### config.mk
export PLATFORM = sky130hd
export DESIGN_NAME = card_id_slot_table
export DESIGN_NICKNAME = d
export VERILOG_FILES = /design/src/design/cist_pkg.sv /design/src/design/cist_cell.sv /design/src/design/card_id_slot_table.sv
export SDC_FILE = /design/constraint.sdc
export NUM_CORES = 2
export LEC_CHECK = 0
export ABC_CLOCK_PERIOD_IN_PS = 5000
export BUFFER_PORTS_ARGS = -buffer_cell sky130_fd_sc_hd__buf_2
export CAP_MARGIN = 40
export CORE_UTILIZATION = 40
export DETAILED_ROUTE_END_ITERATION = 10
export SLEW_MARGIN = 5
export SYNTH_ARGS = -nofsm -noshare
export SYNTH_HDL_FRONTEND = slang
export SYNTH_SLANG_ARGS = --single-unit
### constraint.sdc
create_clock -name i_clk -period 5 [get_ports i_clk]
set_clock_uncertainty 0.2 [all_clocks]
set_input_delay 0.25 -clock i_clk [delete_from_list [all_inputs] [get_ports i_clk]]
set_output_delay 0.25 -clock i_clk [all_outputs]
set_load 0.01 [all_outputs]
### src/design/cist_pkg.sv
// Shared types and constants for the card identifier slot table.
package cist_pkg;

    localparam int unsigned NUM_SLOTS_DEF = 16;
    localparam int unsigned UID_W         = 32;
    localparam int unsigned SLOT_W        = 4;
    localparam int unsigned ACT_W         = 2;
    localparam int unsigned STAT_W        = 2;

    localparam logic [UID_W-1:0] MASTER_UID_RST = 32'h5B79_C810;

    localparam logic [ACT_W-1:0] ACT_FIND  = 2'd0;
    localparam logic [ACT_W-1:0] ACT_ADD   = 2'd1;
    localparam logic [ACT_W-1:0] ACT_CLEAR = 2'd2;

    localparam logic [STAT_W-1:0] ST_OK        = 2'd0;
    localparam logic [STAT_W-1:0] ST_NOT_FOUND = 2'd1;
    localparam logic [STAT_W-1:0] ST_FULL      = 2'd2;

    // Request travelling down the cell chain.
    typedef struct packed {
        logic              valid;
        logic [ACT_W-1:0]  action;
        logic [UID_W-1:0]  uid;
        logic [SLOT_W-1:0] slot;
        logic              hit;
        logic [SLOT_W-1:0] idx;
    } t_wave;

endpackage

### src/design/cist_cell.sv
// One table slot: holds an identifier and its present mark, serves the passing request.
module cist_cell
    import cist_pkg::*;
#(
    parameter int unsigned CELL_IDX = 0
) (
    input  logic  i_clk,
    input  logic  i_rst_n,
    input  t_wave i_wave,
    output t_wave o_wave
);

    localparam logic              CLR_REACH = (CELL_IDX < (2 ** SLOT_W));
    localparam logic [SLOT_W-1:0] IDX_LO    = CELL_IDX[SLOT_W-1:0];

    logic [UID_W-1:0] r_id;
    logic [UID_W-1:0] n_id;
    logic             r_present;
    logic             n_present;
    t_wave            r_wave;
    t_wave            n_wave;

    always_comb begin
        n_wave    = i_wave;
        n_id      = r_id;
        n_present = r_present;
        if (i_wave.valid && !i_wave.hit) begin
            case (i_wave.action)
                ACT_FIND: begin
                    if (r_present && (r_id == i_wave.uid)) begin
                        n_wave.hit = 1'b1;
                        n_wave.idx = IDX_LO;
                    end
                end
                ACT_ADD: begin
                    if (!r_present) begin
                        n_id       = i_wave.uid;
                        n_present  = 1'b1;
                        n_wave.hit = 1'b1;
                        n_wave.idx = IDX_LO;
                    end
                end
                ACT_CLEAR: begin
                    if (CLR_REACH && (i_wave.slot == IDX_LO)) begin
                        n_id       = '0;
                        n_present  = 1'b0;
                        n_wave.hit = 1'b1;
                        n_wave.idx = IDX_LO;
                    end
                end
                default: ;
            endcase
        end
    end

    always_ff @(posedge i_clk) begin
        if (!i_rst_n) begin
            r_wave    <= '0;
            r_id      <= '0;
            r_present <= 1'b0;
        end else begin
            r_wave    <= n_wave;
            r_id      <= n_id;
            r_present <= n_present;
        end
    end

    assign o_wave = r_wave;

endmodule

### src/design/card_id_slot_table.sv
// Top level of the card identifier slot table: cell chain, command port, result register.
//
// A request (find, add or clear) is taken when start is high and busy is low. It then walks
// the chain of NUM_SLOTS slot cells, one cell per cycle, and its result appears on the result
// ports with o_result_valid high for exactly one cycle, registered after the last cell;
// the receiver cannot stall it. busy stays high from the cycle after the request until
// the result cycle, so a new request is not taken until the previous one has left the
// chain. The master identifier may be written through the cfg channel while busy is low;
// it resets to 0x5B79C810. All slots are empty after reset.
module card_id_slot_table
    import cist_pkg::*;
#(
    parameter int unsigned NUM_SLOTS = NUM_SLOTS_DEF
) (
    input  logic              i_clk,
    input  logic              i_rst_n,
    input  logic              start,
    output logic              busy,
    input  logic [ACT_W-1:0]  i_action,
    input  logic [UID_W-1:0]  i_uid,
    input  logic [SLOT_W-1:0] i_slot,
    output logic              o_result_valid,
    output logic [STAT_W-1:0] o_status,
    output logic [SLOT_W-1:0] o_slot_index,
    output logic              o_is_master,
    input  logic              i_cfg_valid,
    output logic              o_cfg_ready,
    input  logic [UID_W-1:0]  i_cfg_data
);

    t_wave                w_wave [NUM_SLOTS+1];
    t_wave                w_head;
    logic [NUM_SLOTS-1:0] w_inflight;
    logic                 w_take;
    t_wave                w_last;

    logic [UID_W-1:0]  r_master;
    logic              r_busy;
    logic              r_res_valid;
    logic [STAT_W-1:0] r_status;
    logic [STAT_W-1:0] n_status;
    logic [SLOT_W-1:0] r_index;
    logic              r_is_master;

    assign w_take = start && !r_busy;

    always_comb begin
        w_head        = '0;
        w_head.valid  = w_take;
        w_head.action = i_action;
        w_head.uid    = i_uid;
        w_head.slot   = i_slot;
    end

    assign w_wave[0] = w_head;

    for (genvar k = 0; k < NUM_SLOTS; k++) begin : g_cell
        cist_cell #(
            .CELL_IDX (k)
        ) u_cell (
            .i_clk   (i_clk),
            .i_rst_n (i_rst_n),
            .i_wave  (w_wave[k]),
            .o_wave  (w_wave[k+1])
        );
        assign w_inflight[k] = w_wave[k+1].valid;
    end

    assign w_last = w_wave[NUM_SLOTS];

    always_comb begin
        if (w_last.hit) begin
            n_status = ST_OK;
        end else if (w_last.action == ACT_ADD) begin
            n_status = ST_FULL;
        end else begin
            n_status = ST_NOT_FOUND;
        end
    end

    always_ff @(posedge i_clk) begin
        if (!i_rst_n) begin
            r_master    <= MASTER_UID_RST;
            r_busy      <= 1'b0;
            r_res_valid <= 1'b0;
        end else begin
            if (i_cfg_valid) begin
                r_master <= i_cfg_data;
            end
            if (w_take) begin
                r_busy <= 1'b1;
            end else if (w_last.valid) begin
                r_busy <= 1'b0;
            end
            r_res_valid <= w_last.valid;
        end
    end

    always_ff @(posedge i_clk) begin
        if (w_last.valid) begin
            r_status    <= n_status;
            r_index     <= w_last.hit ? w_last.idx : '0;
            r_is_master <= (w_last.uid == r_master);
        end
    end

    assign busy           = r_busy;
    assign o_cfg_ready    = 1'b1;
    assign o_result_valid = r_res_valid;
    assign o_status       = r_status;
    assign o_slot_index   = r_index;
    assign o_is_master    = r_is_master;

`ifndef ASSERT_OFF
    a_one_inflight: assert property (@(posedge i_clk) disable iff (!i_rst_n)
        $onehot0(w_inflight))
        else $error("more than one request in the cell chain");

    a_take_sets_busy: assert property (@(posedge i_clk) disable iff (!i_rst_n)
        w_take |=> r_busy)
        else $error("busy not raised after request");

    a_result_idle: assert property (@(posedge i_clk) disable iff (!i_rst_n)
        r_res_valid |-> !r_busy)
        else $error("result issued while still busy");

    a_inflight_busy: assert property (@(posedge i_clk) disable iff (!i_rst_n)
        (w_inflight != '0) |-> r_busy)
        else $error("request in chain while not busy");

    a_fail_zero_idx: assert property (@(posedge i_clk) disable iff (!i_rst_n)
        (r_res_valid && (r_status != ST_OK)) |-> (r_index == '0))
        else $error("nonzero slot index on failed request");
`endif

endmodule
**Word-level counts from Yosys, hierarchy flattened**

Cells that the tools add are included.

- Output and inout port bits: 10
- Bits in registers: 1269

- Equal/unequal tests: 97
- Mux-type cells: 162
- Reduce and logical (&&, ||, !) cells: 115

Operators by type and width:

| kind | number |
|---|---|
| two-way mux 32 bit | 32 |
| case mux 32 bit (2 select lines) | 16 |
| == test 32 bit | 17 |
| two-way mux 5 bit | 63 |
| case mux 5 bit (3 select lines) | 16 |
| AND reduction 4 bit | 16 |
| AND reduction 3 bit | 16 |
| == test 2 x 1 -> 1 bit (second input constant) | 17 |
| nonzero test 2 bit | 17 |
| == test 2 bit (second input constant) | 16 |
| == test 4 bit (second input constant) | 8 |
| logical AND 1 bit | 32 |
| logical NOT 2 bit | 16 |
| != test 2 x 1 -> 1 bit (second input constant) | 16 |
| != test 2 bit (second input constant) | 16 |
| case mux 1 bit (2 select lines) | 16 |
| two-way mux 1 bit | 18 |
| == test 4 x 3 -> 1 bit (second input constant) | 4 |
| logical NOT 1 bit | 16 |
| == test 4 x 2 -> 1 bit (second input constant) | 2 |
| == test 4 x 1 -> 1 bit (second input constant) | 1 |
| logical NOT 4 bit | 1 |
| two-way mux 2 bit | 1 |
| AND reduction 2 bit | 1 |

**Longest topological paths before layout**

- Depth after elaboration: 5
- Gate-level depth with buffers: 10
- Depth with buffers taken out: 8

**Modules after synthesis**

From an unflattened synthesis, not the netlist that was laid out.

- Cells, all modules: 4652
- Area total of the unflattened synthesis: 46642.2 µm²

Modules (own cells, without submodules):

| module | area an instance (µm²) | times used | cells an instance |
|---|---|---|---|
| cist_cell at g_cell[10].u_cell ... | 2845.2 | 2 | 290 |
| cist_cell at g_cell[1].u_cell ... | 2831.5 | 2 | 286 |
| cist_cell at g_cell[5].u_cell ... | 2792.7 | 2 | 273 |
| cist_cell at g_cell[13].u_cell ... | 2771.4 | 2 | 277 |
| cist_cell at g_cell[3].u_cell | 2829.0 | 1 | 291 |
| cist_cell at g_cell[8].u_cell | 2825.2 | 1 | 283 |
| cist_cell at g_cell[4].u_cell | 2824.0 | 1 | 281 |
| cist_cell at g_cell[0].u_cell | 2792.7 | 1 | 282 |
| cist_cell at g_cell[12].u_cell | 2781.4 | 1 | 273 |
| cist_cell at g_cell[11].u_cell | 2775.2 | 1 | 276 |
| cist_cell at g_cell[7].u_cell | 2753.9 | 1 | 274 |
| cist_cell at g_cell[15].u_cell | 2735.1 | 1 | 271 |
| card_id_slot_table | 1844.3 | 1 | 169 |

**Worst setup path before layout**

No wires, ideal clock.

- Path type: reg2reg
- Start: register g_cell[12].u_cell.r_wave (netlist bit g_cell[12].u_cell.o_wave[41])
- End: register g_cell[13].u_cell.r_wave (netlist bit g_cell[13].u_cell.o_wave[2])
- Buffers on the path: 0
- Path slack: 2.908 ns
- Period minus slack after synthesis: 2.092 ns
- Library setup time: 0.060 ns
- Arrival time: 1.833 ns
- Stages on the path, launching flop included: 7
- Cell sequence: dfxtp_1 > ha_1 > nand2b_1 > or4_1 > nor4_2 > and3_1 > o311a_1

- Word-level cells in the longest chain between the ends: 3

RTL lines:

| element | line | RTL |
|---|---|---|
| start: declaration | cist_cell.sv:20 | `t_wave r_wave;` |
| start signal: assignment | cist_cell.sv:62 | `r_wave <= n_wave;` |
| == test 2 bit (tied with other cells) | cist_cell.sv:28 | `case (i_wave.action)` |
| case mux 5 bit (3 select lines) (*) | cist_cell.sv:28 |  |
| two-way mux 5 bit (*) | cist_cell.sv:27 | `if (i_wave.valid && !i_wave.hit) begin` |
| end signal: assignment | cist_cell.sv:62 |  |
| end: declaration | cist_cell.sv:20 |  |

Mark *: on every way between the ends. The rest lies on a longest branch, timed or not.
A chain may end at the register's enable or synchronous reset.

**Worst setup path in the final report**

- Start: register g_cell[5].u_cell.r_wave (netlist bit g_cell[5].u_cell.o_wave[41])
- End: register g_cell[6].u_cell.r_id[3]

- Word-level cells in the longest chain between the ends: 3

RTL lines:

| element | line | RTL |
|---|---|---|
| start: declaration | cist_cell.sv:20 |  |
| start signal: assignment | cist_cell.sv:62 |  |
| == test 2 x 1 -> 1 bit / == test 2 bit (equally long branches) | cist_cell.sv:28 |  |
| != test 2 bit (no line) (tied with other cells) | n/a |  |
| AND reduction 4 bit (no line) | n/a |  |
| end signal: assignment | cist_cell.sv:63 | `r_id <= n_id;` |
| end: declaration | cist_cell.sv:16 | `logic [UID_W-1:0] r_id;` |

Parallel ways exist; a longest one is shown, timed or not.

==> key figures <==
Timing
  • Final period util: 50.4%
  • Post-route setup slack: 2480 ps
  • Fmax: 0.397 GHz
  • Actual slew at the worst max-slew pin: 890 ps
  • Final Hold Vio Count: 0
  • Setup TNS: 0 ps
  • Max_slew headroom: 40.1%
  • Unrepaired setup endpoints after global routing: no
  • Slew Limit Fails: 0
  • Setup-failing EPs final: 0
  • Tmin final: 2520 ps

Final layout
  • Share of cells above drive strength 1: 7.40%
  • P&R area growth vs syn: 15.3%
  • Leading cell type in the layout, fill and taps excluded: dfxtp_1
  • Multi-input logic area: 20500 um^2
  • Layout Nets: 4988
  • FILL cells: 11.0k
  • Storage element area: 25200 um^2
  • Commonest non-fill, non-tap cells in the layout: dfxtp_1 (1247), and2_1 (590), nor2_1 (430)

Floorplanning
  • Core Rows: 125
  • Die footprint: 119000 um^2
  • IO Count: 84
  • Core area: 116000 um^2
  • Die height: 345 um
  • Initial Utilization: 40.4%
  • Die Width: 345 um

Clock tree
  • Clock Tree Buf Depth: 3
  • Total CTS buffers: 120
  • Maximum level of the CTS H-tree: 3
  • # hold bufs at CTS: 115
  • Clk root buf: clkbuf_16
  • CTS resizes: 0
  • Worst-path clk slew: 70 ps
  • Postcts setup bufs: 0
  • Clk Latency, worst-skew pair: 700 ps
  • CTS tree: built
  • Clk sinks: 1254

Run status
  • Status: finished, final reports clean

Synthesis
  • Synth Cell Area: 47000 um^2
  • Synth cell types: 79
  • Cells after Synth: 4750
  • Top FF cell, synth: dfxtp_1
  • Synth Net Count: 4888
  • Number of synthesized flops with an enable pin: 7
  • Flops & latches, synth: 1254
  • Synth warn: 0
  • Syn Area/Cell: 9.90 um^2
  • Sequential area share after synthesis: 53.5%
  • FFs w/ async S/R, synth: 0%

Place
  • DPL Wire Length: 70500 um
  • Dpl ws: 2440 ps
  • Port Buf Inserts: 82
  • Gp weighted congestion: 0.803

Drt
  • Mean number of vias per cell: 4.94
  • Pre-Repair DR Iteration Count: 6
  • Antenna Nets Post-Route: 0
  • Post-detailed-routing wire length: 106000 um
  • DRC Markers: 0
  • Vias: 32.0k
  • Avg WL per Cell: 16.4 um
  • Initial DRC count: 1972

Run
  • Maxcap violations: 0

Global route
  • Largest net degree at the start of global routing: 141
  • Grt ovf: 0
  • Gr usage total: 17.6%
  • Number of global-route vias before repair: 30.7k
  • Initial antenna violation count: 1
  • First-pass GRT wire length: 168000 um

Critical path
  • CP startpoint kind: register
  • Worst Path Max Fanout: 64
  • Crit path capture type: register
  • Critical Path Max Stage Delay: 490 ps
  • WP data arrival: 2870 ps
  • Slowest library cell on the worst path: buf_4
  • Critical Path, Cell by Cell: inv_1 > ha_1 > buf_4 > inv_1 > a2bb2oi_1 > nand3_2 > buf_4 > nor3b_1 > a21oi_1 > nor2_1
  • WS Path Type: register to register
  • CP Data Required Time: 5350 ps

Pwr
  • Pwr dens: 375 nW/um^2
  • Overall power: 20300 uW
  • VDD IR max: 0.281 mV
  • Pleak: 0.0218 uW

Hold path
  • HP Class: input port to register
==> per-stage QoR <==
step	instances	instance area, um^2	util, %	hold WS (ps)
2_1_floorplan	4750	47000	-	172
4_1_cts	6473	54200	46.6	90.0
3_3_place_gp	6133	48800	41.9	201
5_1_grt	6473	54200	46.6	142
6_report	6474	54200	46.6	150
3_5_place_dp	6137	48800	42.0	198
==> area by class of cell <==
| type | instances | area share [%] |
|---|---|---|
| Clock inverter | 42 | 1.09 |
| Tap cell | 1524 | 3.52 |
| Clock buffer | 179 | 6.71 |
| Sequential cell | 1254 | 46.4 |
| Multi-Input combinational cell | 3132 | 37.8 |
| Antenna cell | 1 | 0.00461 |
| Inverter | 98 | 0.692 |
| Timing Repair Buffer | 244 | 3.73 |
==> Yosys cell counts, types with 6 or more instances <==
| cell type | instances | area [um^2] |
|---|---|---|
| dfxtp_1 | 1247 | 25000 |
| and2_1 | 590 | 3690 |
| nor2_1 | 434 | 1630 |
| a21oi_1 | 408 | 2040 |
| nor3b_1 | 310 | 2330 |
| xor2_1 | 295 | 2580 |
| clkbuf_1 | 250 | 938 |
| xnor2_1 | 218 | 1910 |
| a22o_1 | 161 | 1410 |
| nand2_1 | 104 | 390 |
| inv_1 | 97 | 364 |
| nor4_1 | 81 | 507 |
| nand3_1 | 73 | 365 |
| nand4_1 | 66 | 413 |
| ha_1 | 64 | 801 |
| nor3_1 | 51 | 255 |
| nor2b_1 | 41 | 257 |
| o21ai_0 | 33 | 165 |
| mux2i_1 | 32 | 320 |
| nand2b_1 | 16 | 100 |
| o21a_1 | 16 | 120 |
| o22ai_1 | 13 | 81.3 |
| a22oi_1 | 9 | 67.6 |
| or4_1 | 9 | 67.6 |
| a211oi_1 | 8 | 60.1 |
| and3_1 | 8 | 50.1 |
| buf_2 | 7 | 35.0 |
| edfxtp_1 | 7 | 210 |
| a31oi_1 | 6 | 37.5 |
| buf_1 | 6 | 22.5 |
==> registers in the layout (all words and copies together), names as in the netlist <==
| register | count |
|---|---|
| o_status | 2 |
| g_cell.u_cell.r_present | 16 |
| o_result_valid | 1 |
| o_slot_index | 4 |
| o_is_master | 1 |
| busy | 1 |
| g_cell.u_cell.r_id | 512 |
| r_master | 32 |
| g_cell.u_cell.o_wave | 685 |
==> layer usage <==
| metal | part of all wire, % | global-route usage [%] |
|---|---|---|
| met1 | 48 | 24.6 |
| met2 | 46 | 28.0 |
| met3 | 3.7 | 2.74 |
| met4 | 2.4 | 5.12 |
| met5 | 0 | 0 |
==> cell families after synthesis <==
| kind of cell | share of synthesized area [%] |
|---|---|
| other | 0.00798 |
| buffers and inverters | 2.98 |
| AO/OA/AOI/OAI | 9.46 |
| AND/OR/NAND/NOR | 22.0 |
| multiplexers | 0.681 |
| XOR/XNOR | 9.59 |
| flip-flops | 53.5 |
| adder cells (fa/ha/maj) | 1.70 |
==> worst max-delay path, delay by kind of cell, from the launching register on <==
family,cells,cell delay (ps)
buf+inv,4,1070
fa+ha+maj,1,160
simple gates,3,250
flops,1,330
compound gates,2,330
==> report_power, final <==
part | switching (uW) | total, uW | internal, uW
logic | 356 | 617 | 261
registers | 94.6 | 10200 | 10100
clock network | 3800 | 9530 | 5730
total | 4250 | 20300 | 16100
==> worst paths after layout <==
path                                from  slack (ps)                     endpoint  depth (start not counted)
max          g_cell[5].u_cell.o_wave[41]        2480     g_cell[6].u_cell.r_id[3]                         10
max reg2reg  g_cell[5].u_cell.o_wave[41]        2480     g_cell[6].u_cell.r_id[3]                         10
min                            i_uid[15]         150  g_cell[0].u_cell.o_wave[24]                          3
min reg2reg   g_cell[8].u_cell.o_wave[1]         210   g_cell[9].u_cell.o_wave[1]                          2
No activity file was read; power rests on OpenSTA's default activity.
